--- src/rtl/sas_pkg.sv ---
// Shared types, constants and lookup functions of the sprite animation sequencer.
package sas_pkg;

	// Defaults for the top-level parameters
	localparam int DEF_NUM_SLOTS   = 8;
	localparam int DEF_QUEUE_DEPTH = 8;

	// Field widths fixed by the interface
	localparam int MODE_W    = 2;
	localparam int ID_W      = 3;
	localparam int ELAPSED_W = 16;
	localparam int FRAME_W   = 8;
	localparam int LEVEL_W   = 4;
	localparam int ACC_W     = 17;
	localparam int CFG_IDX_W = 3;
	localparam int CFG_W     = 64;

	// Request modes
	localparam logic [MODE_W-1:0] MODE_PLAY = 2'd0;
	localparam logic [MODE_W-1:0] MODE_STOP = 2'd1;
	localparam logic [MODE_W-1:0] MODE_TICK = 2'd2;
	localparam logic [MODE_W-1:0] MODE_NOP  = 2'd3;

	// Configuration register indexes
	localparam logic [CFG_IDX_W-1:0] CFG_DEFINED_MASK = 3'd0;
	localparam logic [CFG_IDX_W-1:0] CFG_LOOP_MASK    = 3'd1;
	localparam logic [CFG_IDX_W-1:0] CFG_FRAME_COUNTS = 3'd2;
	localparam logic [CFG_IDX_W-1:0] CFG_TIMES_LOW    = 3'd3;
	localparam logic [CFG_IDX_W-1:0] CFG_TIMES_HIGH   = 3'd4;

	// Configuration reset values
	localparam logic [7:0]       RST_DEFINED_MASK = 8'hFF;
	localparam logic [7:0]       RST_LOOP_MASK    = 8'h00;
	localparam logic [CFG_W-1:0] RST_FRAME_COUNTS = 64'h0101_0101_0101_0101;
	localparam logic [CFG_W-1:0] RST_FRAME_TIMES  = 64'h0001_0001_0001_0001;

	// Iterative divider: 18-bit dividend, 16-bit divisor, two bits per cycle
	localparam int DIV_W     = 18;
	localparam int DVS_W     = 16;
	localparam int DIV_STEPS = 2;
	localparam int DIV_CYC   = DIV_W / DIV_STEPS;
	localparam int DIV_CNT_W = $clog2(DIV_CYC + 1);

	typedef struct packed {
		logic [7:0]       defined_mask;
		logic [7:0]       loop_mask;
		logic [CFG_W-1:0] frame_counts;
		logic [CFG_W-1:0] frame_times_low;
		logic [CFG_W-1:0] frame_times_high;
	} cfg_t;

	// Controller to datapath commands
	typedef struct packed {
		logic load;      // latch the accepted request
		logic simple;    // play, stop, no-op or idle tick
		logic prep;      // tick: saturating add, fetch count and time
		logic div_start; // launch the divider
		logic div_sel;   // 0: acc / frame time, 1: frame wrap by count
		logic save_qr;   // keep quotient and remainder of first divide
		logic mul;       // one-shot: need * frame time
		logic wb;        // write back slot state, dequeue on finish
		logic out_load;  // capture the result
	} cmd_t;

	// Datapath to controller status
	typedef struct packed {
		logic tick_go;   // tick with an animation playing
		logic slot_loop; // current slot loops
		logic q_zero;    // no whole frame elapsed
		logic div_busy;
	} status_t;

	// Frame count of a slot, zero read as one
	function automatic logic [FRAME_W-1:0] slot_count(cfg_t c, logic [ID_W-1:0] s);
		logic [FRAME_W-1:0] v;
		v = c.frame_counts[{s, 3'b000} +: FRAME_W];
		return (v == '0) ? FRAME_W'(1) : v;
	endfunction

	// Frame time of a slot, zero read as one
	function automatic logic [DVS_W-1:0] slot_time(cfg_t c, logic [ID_W-1:0] s);
		logic [CFG_W-1:0] w;
		logic [DVS_W-1:0] v;
		w = s[2] ? c.frame_times_high : c.frame_times_low;
		v = w[{s[1:0], 4'b0000} +: DVS_W];
		return (v == '0) ? DVS_W'(1) : v;
	endfunction

endpackage

--- src/rtl/sas_cfg.sv ---
// Configuration register file of the sprite animation sequencer.
module sas_cfg import sas_pkg::*; (
	input  logic                 clk,
	input  logic                 arst_n,
	input  logic                 cfg_wr_en,
	input  logic [CFG_IDX_W-1:0] cfg_index,
	input  logic [CFG_W-1:0]     cfg_wr_data,
	output cfg_t                 cfg
);

	cfg_t cfg_q;

	// Register writes; unknown indexes are ignored
	always_ff @(posedge clk or negedge arst_n) begin
		if (!arst_n) begin
			cfg_q.defined_mask     <= RST_DEFINED_MASK;
			cfg_q.loop_mask        <= RST_LOOP_MASK;
			cfg_q.frame_counts     <= RST_FRAME_COUNTS;
			cfg_q.frame_times_low  <= RST_FRAME_TIMES;
			cfg_q.frame_times_high <= RST_FRAME_TIMES;
		end else if (cfg_wr_en) begin
			case (cfg_index)
				CFG_DEFINED_MASK: cfg_q.defined_mask     <= cfg_wr_data[7:0];
				CFG_LOOP_MASK:    cfg_q.loop_mask        <= cfg_wr_data[7:0];
				CFG_FRAME_COUNTS: cfg_q.frame_counts     <= cfg_wr_data;
				CFG_TIMES_LOW:    cfg_q.frame_times_low  <= cfg_wr_data;
				CFG_TIMES_HIGH:   cfg_q.frame_times_high <= cfg_wr_data;
				default: ;
			endcase
		end
	end

	assign cfg = cfg_q;

endmodule

--- src/rtl/sas_div.sv ---
// Iterative restoring divider, two quotient bits per cycle.
module sas_div import sas_pkg::*; (
	input  logic             clk,
	input  logic             arst_n,
	input  logic             start,
	input  logic [DIV_W-1:0] dividend,
	input  logic [DVS_W-1:0] divisor,
	output logic             busy,
	output logic [DIV_W-1:0] quotient,
	output logic [DVS_W-1:0] remainder
);

	logic [DIV_W-1:0]     quo_q;
	logic [DVS_W-1:0]     rem_q;
	logic [DVS_W-1:0]     dvs_q;
	logic [DIV_CNT_W-1:0] left_q;
	logic                 busy_q;
	logic [DIV_W-1:0]     quo_d;
	logic [DVS_W-1:0]     rem_d;

	// Two shift-and-subtract steps
	always_comb begin
		logic [DVS_W:0] trial;
		quo_d = quo_q;
		rem_d = rem_q;
		for (int i = 0; i < DIV_STEPS; i++) begin
			trial = {rem_d, quo_d[DIV_W-1]};
			quo_d = {quo_d[DIV_W-2:0], 1'b0};
			if (trial >= {1'b0, dvs_q}) begin
				trial = trial - {1'b0, dvs_q};
				quo_d[0] = 1'b1;
			end
			rem_d = trial[DVS_W-1:0];
		end
	end

	// Control: count down the iterations
	always_ff @(posedge clk or negedge arst_n) begin
		if (!arst_n) begin
			busy_q <= 1'b0;
			left_q <= '0;
		end else if (start) begin
			busy_q <= 1'b1;
			left_q <= DIV_CNT_W'(DIV_CYC);
		end else if (busy_q) begin
			left_q <= left_q - DIV_CNT_W'(1);
			if (left_q == DIV_CNT_W'(1)) begin
				busy_q <= 1'b0;
			end
		end
	end

	// Working registers
	always_ff @(posedge clk) begin
		if (start) begin
			quo_q <= dividend;
			rem_q <= '0;
			dvs_q <= divisor;
		end else if (busy_q) begin
			quo_q <= quo_d;
			rem_q <= rem_d;
		end
	end

	assign busy      = busy_q;
	assign quotient  = quo_q;
	assign remainder = rem_q;

endmodule

--- src/rtl/sas_datapath.sv ---
// Datapath: slot state, request queue, frame arithmetic and result register.
module sas_datapath import sas_pkg::*; #(
	parameter int NUM_SLOTS   = DEF_NUM_SLOTS,
	parameter int QUEUE_DEPTH = DEF_QUEUE_DEPTH
) (
	input  logic                 clk,
	input  logic                 arst_n,
	input  cmd_t                 cmd,
	output status_t              status,
	input  cfg_t                 cfg,
	input  logic [MODE_W-1:0]    mode,
	input  logic [ID_W-1:0]      anim_id,
	input  logic                 restart,
	input  logic [ELAPSED_W-1:0] elapsed,
	output logic                 playing,
	output logic [ID_W-1:0]      anim_now,
	output logic [FRAME_W-1:0]   frame_now,
	output logic                 finished_now,
	output logic [LEVEL_W-1:0]   queue_level,
	output logic                 dropped
);

	localparam int SLOT_W  = $clog2(NUM_SLOTS);
	localparam int PTR_W   = (QUEUE_DEPTH > 1) ? $clog2(QUEUE_DEPTH) : 1;
	localparam int COUNT_W = $clog2(QUEUE_DEPTH + 1);
	localparam int SUM_W   = COUNT_W + 1;

	// Latched request
	logic [MODE_W-1:0]    mode_q;
	logic [ID_W-1:0]      id_q;
	logic                 restart_q;
	logic [ELAPSED_W-1:0] elapsed_q;

	// Playback state
	logic                 cur_valid_q;
	logic [SLOT_W-1:0]    cur_slot_q;
	logic [FRAME_W-1:0]   frame_q [NUM_SLOTS];
	logic [ACC_W-1:0]     acc_q   [NUM_SLOTS];
	logic                 fin_q   [NUM_SLOTS];
	logic [PTR_W-1:0]     head_q;
	logic [COUNT_W-1:0]   count_q;
	logic [SLOT_W-1:0]    queue_mem [QUEUE_DEPTH];
	logic [SLOT_W-1:0]    head_rd_q;

	// Tick working registers
	logic [ACC_W-1:0]     sum_q;
	logic [FRAME_W-1:0]   cnt_q;
	logic [DVS_W-1:0]     ft_q;
	logic [FRAME_W-1:0]   f_q;
	logic                 loop_q;
	logic [ACC_W-1:0]     q_q;
	logic [DVS_W-1:0]     r_q;
	logic [FRAME_W-1:0]   need_q;
	logic [FRAME_W+DVS_W-1:0] prod_q;
	logic                 fin_now_q;
	logic                 drop_q;

	// Result register
	logic                 playing_q;
	logic [ID_W-1:0]      anim_now_q;
	logic [FRAME_W-1:0]   frame_now_q;
	logic                 finished_now_q;
	logic [LEVEL_W-1:0]   queue_level_q;
	logic                 dropped_q;

	// Divider
	logic                 div_busy;
	logic [DIV_W-1:0]     div_quo;
	logic [DVS_W-1:0]     div_rem;
	logic [DIV_W-1:0]     div_dividend;
	logic [DVS_W-1:0]     div_divisor;
	logic [DIV_W-1:0]     wrap_dividend;

	// Request decode
	logic [SLOT_W-1:0]    id_slot;
	logic                 id_ok;
	logic                 id_loop;
	logic                 q_full;
	logic                 enq_en;
	logic [SUM_W-1:0]     tail_sum;
	logic [SUM_W-1:0]     tail_wrap;
	logic [PTR_W-1:0]     tail_idx;
	logic [PTR_W-1:0]     head_next;
	logic [ACC_W:0]       sum_raw;
	logic [FRAME_W-1:0]   need;
	logic [COUNT_W+LEVEL_W-1:0] level_ext;

	// Write-back values
	logic [FRAME_W-1:0]   new_f;
	logic [ACC_W-1:0]     new_acc;
	logic                 set_fin;
	logic                 go_next;

	assign id_slot  = id_q[SLOT_W-1:0];
	assign id_ok    = ((ID_W+1)'(id_q) < (ID_W+1)'(NUM_SLOTS)) && cfg.defined_mask[id_q];
	assign id_loop  = cfg.loop_mask[id_q];
	assign q_full   = (count_q == COUNT_W'(QUEUE_DEPTH));
	assign enq_en   = cmd.simple && (mode_q == MODE_PLAY) && id_ok && cur_valid_q
		&& !id_loop && !q_full;

	// Queue tail and head wrap
	assign tail_sum  = SUM_W'(head_q) + SUM_W'(count_q);
	assign tail_wrap = (tail_sum >= SUM_W'(QUEUE_DEPTH)) ? tail_sum - SUM_W'(QUEUE_DEPTH)
		: tail_sum;
	assign tail_idx  = tail_wrap[PTR_W-1:0];
	assign head_next = (head_q == PTR_W'(QUEUE_DEPTH - 1)) ? '0 : head_q + PTR_W'(1);

	// Saturating accumulate
	assign sum_raw = {1'b0, acc_q[cur_slot_q]} + (ACC_W+1)'(elapsed_q);

	// Divider operand select
	assign wrap_dividend = (f_q < cnt_q) ? DIV_W'(f_q) + DIV_W'(q_q)
		: DIV_W'(q_q) - DIV_W'(1);
	assign div_dividend  = cmd.div_sel ? wrap_dividend : DIV_W'(sum_q);
	assign div_divisor   = cmd.div_sel ? DVS_W'(cnt_q) : ft_q;

	sas_div u_div (
		.clk       (clk),
		.arst_n    (arst_n),
		.start     (cmd.div_start),
		.dividend  (div_dividend),
		.divisor   (div_divisor),
		.busy      (div_busy),
		.quotient  (div_quo),
		.remainder (div_rem)
	);

	// Frames a one-shot still needs to finish
	assign need = (f_q < cnt_q) ? cnt_q - f_q : FRAME_W'(1);

	// Frame and accumulator after the tick
	always_comb begin
		new_f   = f_q;
		new_acc = ACC_W'(r_q);
		set_fin = 1'b0;
		if (loop_q) begin
			if (q_q != '0) begin
				new_f = div_rem[FRAME_W-1:0];
			end
		end else if (q_q >= ACC_W'(need_q)) begin
			new_f   = cnt_q - FRAME_W'(1);
			new_acc = sum_q - prod_q[ACC_W-1:0];
			set_fin = 1'b1;
		end else begin
			new_f = f_q + q_q[FRAME_W-1:0];
		end
	end

	assign go_next = (fin_q[cur_slot_q] || set_fin) && !loop_q;

	// Latch request and tick operands
	always_ff @(posedge clk) begin
		if (cmd.load) begin
			mode_q    <= mode;
			id_q      <= anim_id;
			restart_q <= restart;
			elapsed_q <= elapsed;
		end
		if (cmd.prep) begin
			sum_q  <= sum_raw[ACC_W] ? {ACC_W{1'b1}} : sum_raw[ACC_W-1:0];
			cnt_q  <= slot_count(cfg, ID_W'(cur_slot_q));
			ft_q   <= slot_time(cfg, ID_W'(cur_slot_q));
			f_q    <= frame_q[cur_slot_q];
			loop_q <= cfg.loop_mask[ID_W'(cur_slot_q)];
		end
		if (cmd.save_qr) begin
			q_q <= div_quo[ACC_W-1:0];
			r_q <= div_rem;
		end
		if (cmd.mul) begin
			need_q <= need;
			prod_q <= need * ft_q;
		end
	end

	// Queue storage
	always_ff @(posedge clk) begin
		if (enq_en) begin
			queue_mem[tail_idx] <= id_slot;
		end
		head_rd_q <= queue_mem[head_q];
	end

	// Playback state update
	always_ff @(posedge clk or negedge arst_n) begin
		if (!arst_n) begin
			cur_valid_q <= 1'b0;
			cur_slot_q  <= '0;
			head_q      <= '0;
			count_q     <= '0;
			fin_now_q   <= 1'b0;
			drop_q      <= 1'b0;
			for (int i = 0; i < NUM_SLOTS; i++) begin
				frame_q[i] <= '0;
				acc_q[i]   <= '0;
				fin_q[i]   <= 1'b0;
			end
		end else begin
			if (cmd.load) begin
				fin_now_q <= 1'b0;
				drop_q    <= 1'b0;
			end
			if (cmd.simple) begin
				case (mode_q)
					MODE_PLAY: begin
						if (id_ok) begin
							if (cur_valid_q && !id_loop) begin
								if (q_full) begin
									drop_q <= 1'b1;
								end else begin
									count_q <= count_q + COUNT_W'(1);
								end
							end else begin
								cur_valid_q <= 1'b1;
								cur_slot_q  <= id_slot;
								if (restart_q || fin_q[id_slot]) begin
									frame_q[id_slot] <= '0;
									acc_q[id_slot]   <= '0;
									fin_q[id_slot]   <= 1'b0;
								end
							end
						end
					end
					MODE_STOP: begin
						if (cur_valid_q && cfg.loop_mask[ID_W'(cur_slot_q)]) begin
							cur_valid_q <= 1'b0;
						end
					end
					default: ;
				endcase
			end
			if (cmd.wb) begin
				frame_q[cur_slot_q] <= new_f;
				acc_q[cur_slot_q]   <= new_acc;
				fin_now_q           <= set_fin;
				if (set_fin) begin
					fin_q[cur_slot_q] <= 1'b1;
				end
				// Finished one-shot: start the next queued slot or go idle
				if (go_next) begin
					if (count_q != '0) begin
						head_q              <= head_next;
						count_q             <= count_q - COUNT_W'(1);
						cur_slot_q          <= head_rd_q;
						frame_q[head_rd_q]  <= '0;
						acc_q[head_rd_q]    <= '0;
						fin_q[head_rd_q]    <= 1'b0;
					end else begin
						cur_valid_q <= 1'b0;
					end
				end
			end
		end
	end

	assign level_ext = (COUNT_W+LEVEL_W)'(count_q);

	// Result capture
	always_ff @(posedge clk) begin
		if (cmd.out_load) begin
			playing_q      <= cur_valid_q;
			anim_now_q     <= cur_valid_q ? ID_W'(cur_slot_q) : '0;
			frame_now_q    <= cur_valid_q ? frame_q[cur_slot_q] : '0;
			finished_now_q <= fin_now_q;
			queue_level_q  <= level_ext[LEVEL_W-1:0];
			dropped_q      <= drop_q;
		end
	end

	assign status.tick_go   = (mode_q == MODE_TICK) && cur_valid_q;
	assign status.slot_loop = loop_q;
	assign status.q_zero    = (q_q == '0);
	assign status.div_busy  = div_busy;

	assign playing      = playing_q;
	assign anim_now     = anim_now_q;
	assign frame_now    = frame_now_q;
	assign finished_now = finished_now_q;
	assign queue_level  = queue_level_q;
	assign dropped      = dropped_q;

endmodule

--- src/rtl/sas_ctrl.sv ---
// Controller state machine: sequences each request through the datapath.
module sas_ctrl import sas_pkg::*; (
	input  logic    clk,
	input  logic    arst_n,
	input  logic    in_valid,
	output logic    in_ready,
	output logic    out_valid,
	input  logic    out_ready,
	input  status_t status,
	output cmd_t    cmd
);

	localparam logic [2:0] ST_IDLE      = 3'd0;
	localparam logic [2:0] ST_DECODE    = 3'd1;
	localparam logic [2:0] ST_DIV1      = 3'd2;
	localparam logic [2:0] ST_DIV1_WAIT = 3'd3;
	localparam logic [2:0] ST_BRANCH    = 3'd4;
	localparam logic [2:0] ST_DIV2_WAIT = 3'd5;
	localparam logic [2:0] ST_WB        = 3'd6;
	localparam logic [2:0] ST_OUT       = 3'd7;

	logic [2:0] state_q;
	logic [2:0] state_d;
	logic       out_valid_q;
	logic       out_free;

	assign out_free = !out_valid_q || out_ready;

	// Next state and commands
	always_comb begin
		state_d = state_q;
		cmd     = '0;
		case (state_q)
			ST_IDLE: begin
				if (in_valid) begin
					cmd.load = 1'b1;
					state_d  = ST_DECODE;
				end
			end
			ST_DECODE: begin
				if (status.tick_go) begin
					cmd.prep = 1'b1;
					state_d  = ST_DIV1;
				end else begin
					cmd.simple = 1'b1;
					state_d    = ST_OUT;
				end
			end
			ST_DIV1: begin
				cmd.div_start = 1'b1;
				state_d       = ST_DIV1_WAIT;
			end
			ST_DIV1_WAIT: begin
				if (!status.div_busy) begin
					cmd.save_qr = 1'b1;
					state_d     = ST_BRANCH;
				end
			end
			ST_BRANCH: begin
				if (!status.slot_loop) begin
					cmd.mul = 1'b1;
					state_d = ST_WB;
				end else if (status.q_zero) begin
					cmd.wb  = 1'b1;
					state_d = ST_OUT;
				end else begin
					cmd.div_start = 1'b1;
					cmd.div_sel   = 1'b1;
					state_d       = ST_DIV2_WAIT;
				end
			end
			ST_DIV2_WAIT: begin
				if (!status.div_busy) begin
					cmd.wb  = 1'b1;
					state_d = ST_OUT;
				end
			end
			ST_WB: begin
				cmd.wb  = 1'b1;
				state_d = ST_OUT;
			end
			ST_OUT: begin
				if (out_free) begin
					cmd.out_load = 1'b1;
					state_d      = ST_IDLE;
				end
			end
			default: state_d = ST_IDLE;
		endcase
	end

	// State and result valid
	always_ff @(posedge clk or negedge arst_n) begin
		if (!arst_n) begin
			state_q     <= ST_IDLE;
			out_valid_q <= 1'b0;
		end else begin
			state_q <= state_d;
			if (cmd.out_load) begin
				out_valid_q <= 1'b1;
			end else if (out_ready) begin
				out_valid_q <= 1'b0;
			end
		end
	end

	assign in_ready  = (state_q == ST_IDLE);
	assign out_valid = out_valid_q;

endmodule

--- src/rtl/sprite_animation_sequencer.sv ---
// Sequence: play, stop and no-op requests, and ticks with no animation playing, go from
// decode to the result register; a tick on a playing slot makes one or two passes of the
// 2-bit-per-cycle divider, plus decode, multiply and write-back steps.
// One request is in work at a time; the next is taken once the result is registered.
// Reset (arst_n low) clears playback, slot state and queue at once; queue entries
// are not cleared and configuration returns to its reset values.
module sprite_animation_sequencer import sas_pkg::*; #(
	parameter int NUM_SLOTS   = DEF_NUM_SLOTS,
	parameter int QUEUE_DEPTH = DEF_QUEUE_DEPTH
) (
	input  logic                 clk,
	input  logic                 arst_n,
	input  logic                 in_valid,
	output logic                 in_ready,
	input  logic [MODE_W-1:0]    mode,
	input  logic [ID_W-1:0]      anim_id,
	input  logic                 restart,
	input  logic [ELAPSED_W-1:0] elapsed,
	output logic                 out_valid,
	input  logic                 out_ready,
	output logic                 playing,
	output logic [ID_W-1:0]      anim_now,
	output logic [FRAME_W-1:0]   frame_now,
	output logic                 finished_now,
	output logic [LEVEL_W-1:0]   queue_level,
	output logic                 dropped,
	input  logic                 cfg_wr_en,
	input  logic [CFG_IDX_W-1:0] cfg_index,
	input  logic [CFG_W-1:0]     cfg_wr_data
);

	cfg_t    cfg;
	cmd_t    cmd;
	status_t status;

	sas_cfg u_cfg (
		.clk         (clk),
		.arst_n      (arst_n),
		.cfg_wr_en   (cfg_wr_en),
		.cfg_index   (cfg_index),
		.cfg_wr_data (cfg_wr_data),
		.cfg         (cfg)
	);

	sas_datapath #(
		.NUM_SLOTS   (NUM_SLOTS),
		.QUEUE_DEPTH (QUEUE_DEPTH)
	) u_datapath (
		.clk          (clk),
		.arst_n       (arst_n),
		.cmd          (cmd),
		.status       (status),
		.cfg          (cfg),
		.mode         (mode),
		.anim_id      (anim_id),
		.restart      (restart),
		.elapsed      (elapsed),
		.playing      (playing),
		.anim_now     (anim_now),
		.frame_now    (frame_now),
		.finished_now (finished_now),
		.queue_level  (queue_level),
		.dropped      (dropped)
	);

	sas_ctrl u_ctrl (
		.clk       (clk),
		.arst_n    (arst_n),
		.in_valid  (in_valid),
		.in_ready  (in_ready),
		.out_valid (out_valid),
		.out_ready (out_ready),
		.status    (status),
		.cmd       (cmd)
	);

endmodule
--- config.mk ---
export PLATFORM = sky130hd
export DESIGN_NAME = sprite_animation_sequencer
export DESIGN_NICKNAME = d
export VERILOG_FILES = /design/src/rtl/sas_pkg.sv /design/src/rtl/sas_cfg.sv /design/src/rtl/sas_div.sv /design/src/rtl/sas_datapath.sv /design/src/rtl/sas_ctrl.sv /design/src/rtl/sprite_animation_sequencer.sv
export SDC_FILE = /design/constraint.sdc
export NUM_CORES = 2
export LEC_CHECK = 0
export ABC_AREA = 1
export BUFFER_PORTS_ARGS = -buffer_cell sky130_fd_sc_hd__buf_2
export CAP_MARGIN = 30
export CELL_PAD_IN_SITES_DETAIL_PLACEMENT = 1
export CELL_PAD_IN_SITES_GLOBAL_PLACEMENT = 1
export CORE_MARGIN = 2
export CORE_UTILIZATION = 48
export CTS_CLUSTER_SIZE = 10
export DETAILED_ROUTE_END_ITERATION = 8
export GPL_ROUTABILITY_DRIVEN = 0
export PLACE_DENSITY = 0.84
export SLEW_MARGIN = 5
export SYNTH_ARGS = -nofsm -noshare
export SYNTH_HDL_FRONTEND = slang
export SYNTH_SLANG_ARGS = --single-unit
--- constraint.sdc ---
create_clock -name clk -period 7.76 [get_ports clk]
set_input_delay 1.164 -clock clk [delete_from_list [all_inputs] [get_ports clk]]
set_output_delay 1.164 -clock clk [all_outputs]
set_load 0.05 [all_outputs]
==> impl_metrics.tcl <==
set metrics [dict create \
    grt_first_pass_wirelength_microns 219000 \
    p_per_area_mw_per_mm2 400 \
    syn-num-nets 4899 \
    cts_hold_buf 0 \
    post-cts-setup-buffer-count 0 \
    cap_viol_max_count 0 \
    vias 35000 \
    nets 4947 \
    h-tree-depth 3 \
    cts_resized 0 \
    path_max_fanout 14 \
    placementRows 103 \
    synthCells 4592 \
    clock.fmax_ghz 0.144 \
    period_minus_slack_ns 6.95 \
    die_x_microns 286 \
    clockRootBuffer "clkbuf_16" \
    fill_cells 9550 \
    slew_headroom_pct 30.3 \
    die_area_sq_mm 0.0819 \
    yosysSeqAreaShare_pct 46.0 \
    intPower_mw 9.24 \
    p_leak_nw 19.9 \
    setup_viol_count_final 0 \
    hold_end "u_datapath.q_q[11]$_DFFE_PP_" \
    seqPwrFrac_pct 33.0 \
    place_inst 5599 \
    grt_start_max_net_pins 140 \
    wirelength_microns 143000 \
    synth_area_sq_mm 0.0382 \
    synth.distinct_cells 64 \
    yosys-top-cells-count "1019 x nand2_1, 515 x inv_1, 490 x o21ai_0" \
    critical_path_arrival_ns 7.35 \
    yosysTopAreaCell "dfrtp_1" \
    hold_start "u_datapath.u_div.quotient[11]$_DFFE_PP_" \
    rr_startpoint "u_datapath.f_q[0]$_DFFE_PP_" \
    final_cell_count_no_fill 5750 \
    clockBufferDepth 3 \
    wire_per_inst_microns 25.0 \
    synth_edf_count 206 \
    io_buffers 113 \
    post-route-period-util_pct 89.6 \
    rsz0062_at_grt "no" \
    areaGrowthSynthToFinish_pct 10.6 \
    skew_ns 0.0204 \
    regArea_sq_mm 0.0176 \
    synth_top_area_share_pct 27.1 \
    reg2reg_setup_slack_ns 0.81 \
    core_area_sq_mm 0.0789 \
    power_frac_clock_pct 21.5 \
    postRouteAntennaNets 0 \
    diodes 0 \
    p_sw_share_pct 45.2 \
    grt-ovfl-total 0 \
    dp_hpwl_microns 99500 \
    rr_worst_depth 27 \
    clk_latency_ns 0.65 \
    clkSinkCount 663 \
    cts_buffers 80 \
    yosysWarnings 0 \
    drt_iter0_drc 3241 \
    status "complete, no violations" \
    ioPinCount 114 \
    required_ns 8.16 \
    fp.dieH_microns 286 \
    critical_path_class "reg2reg" \
    clk_pin_slew_ns 0.06 \
    hold_depth 0 \
    setup_tns_ns 0 \
    ys.flop_type "dfrtp_1" \
    drive_above_1_share_pct 8.04 \
    hp-class "reg2reg" \
    start_util_pct 48.4 \
    tightest_slew_ns 1.04 \
    route.detailed.drc 0 \
    fin_ws_ns 0.811 \
    endpoint_kind "flop" \
    avgSynthCellArea_sq_um 8.32 \
    viasPerCell 6.08 \
    antenna_found_initial 7 \
    dr.pass1.iters 5 \
    p_switching_mw 7.63 \
    hold_viol 0 \
    synth.area.top_cells "dfrtp_1 27%, edfxtp_1 16%, nand2_1 10%" \
    vdd_drop_max_v 0.000238 \
    ys_seq_elements 663 \
    grt_pass1_vias 36600 \
    cts_tree "yes" \
    startpoint_type "flop" \
    grt_use_total_pct 34.8 \
    dp_slack_ns 1.02 \
    reg2reg_to "u_datapath.prod_q[15]$_DFFE_PP_" \
    fin_total_pwr_mw 16.9 \
    multi_input_area_sq_mm 0.0177 \
    combPwrFrac_pct 45.5 \
    async_flop_share_pct 66.1 \
    finalMaxSlewViolations 0 \
    synth_most_common_cell "nand2_1" \
]
[state kept, by name, indices dropped and copies added, names as in the netlist, 17 cells and up]
register	count
u_cfg.cfg	208
u_datapath.acc_q	136
u_datapath.frame_q	64
u_datapath.queue_mem	24
u_datapath.u_div.quotient	18
u_datapath.prod_q	17
u_datapath.q_q	17
u_datapath.sum_q	17
[logic make-up (layout without fill, tap and decap cells)]
group,count (synthesis),in the layout,synth area share (%)
xor+xnor,95,95,2.18
fa+ha+maj,213,213,8.43
simple gates,1885,1885,21.2
compound gates,993,993,14.4
buf+inv,743,851,7.78
flops,663,663,46.0
[worst max-delay path by stage]
stage,from,to,slack [ns]
after global routing,u_datapath.f_q[0]$_DFFE_PP_,u_datapath.prod_q[15]$_DFFE_PP_,0.35
after global placement,u_datapath.f_q[0]$_DFFE_PP_,u_datapath.prod_q[15]$_DFFE_PP_,1.31
after CTS,u_datapath.f_q[0]$_DFFE_PP_,u_datapath.prod_q[15]$_DFFE_PP_,0.90
final,u_datapath.f_q[0]$_DFFE_PP_,u_datapath.prod_q[15]$_DFFE_PP_,0.81
after floorplan,u_datapath.f_q[0]$_DFFE_PP_,u_datapath.prod_q[15]$_DFFE_PP_,1.99
after detailed placement,u_datapath.f_q[0]$_DFFE_PP_,u_datapath.prod_q[15]$_DFFE_PP_,1.02
[power groups by stage]
stage	Combinational [mW]	Clock, mW	Sequential, mW
6_report	7.68	3.63	5.57
5_1_grt	8.43	3.78	5.63
4_1_cts	7.53	3.64	5.52
3_5_place_dp	7.42	0	5.56
3_3_place_gp	7.06	0	5.52
2_1_floorplan	5.17	0	5.30
[per-layer routing]
metal | routed length, microns | GRT usage, % | part of all wire (%)
met4 | 7930 | 17.6 | 5.5
met2 | 66900 | 56.8 | 47
met3 | 11400 | 6.57 | 8.0
met5 | 80 | 0 | 0.056
met1 | 57100 | 44.2 | 40
[area by class of cell]
| class | count | area share [%] |
|---|---|---|
| clock inverters | 10 | 0.367 |
| clock buffers | 132 | 5.47 |
| multi-input cells | 3186 | 42.0 |
| repair buffers | 170 | 2.71 |
| well taps | 1050 | 3.11 |
| inverters | 539 | 4.80 |
| flip-flops and latches | 663 | 41.6 |
[through the flow]
step | hold slack [ns] | util (%) | cell area (sq um)
global placement | 0.432 | 50.1 | 39500
detailed placement | 0.436 | 50.2 | 39600
floorplan | 0.419 | - | 38200
CTS | 0.442 | 53.4 | 42100
global route | 0.456 | 53.6 | 42200
finish | 0.444 | 53.6 | 42200
[cells in the final DEF (no fill, tap or decap), types with 36 or more instances in the layout]
cell,Yosys,layout
o21ai_0,490,490
nand2_1,1019,1019
a21oi_1,266,266
o22ai_1,71,71
dfrtp_1,414,413
edfxtp_1,206,206
nand4_1,79,79
buf_2,45,112
fa_1,74,74
nor2_1,399,395
ha_1,139,139
inv_1,515,515
clkbuf_1,119,43
nor3_1,75,74
xor2_1,56,56
a221oi_1,36,36
clkbuf_16,0,82
xnor2_1,39,39
nand3_1,225,223
buf_4,9,48
[worst max-delay path, stage by stage (launching register included)]
cell and delay, ns:
edfxtp_1 0.47, ha_1 0.29, fa_1 0.38, inv_1 0.10
nand2_1 0.08, nand2_1 0.10, nand3_1 0.09, nand2_1 0.09
nand2_2 0.13, nor3_1 0.53, inv_1 0.47, nor2_1 0.26
fa_1 0.47, fa_1 0.54, fa_1 0.49, inv_1 0.04
fa_1 0.47, inv_1 0.04, ha_1 0.37, nand4_1 0.12
o21ai_0 0.31, a21oi_1 0.12, o21bai_1 0.21, nand2_1 0.08
a21boi_0 0.24, nor2_1 0.07, nand2_1 0.06, nand2_1 0.05
No activity file was read; power rests on OpenSTA's default activity.
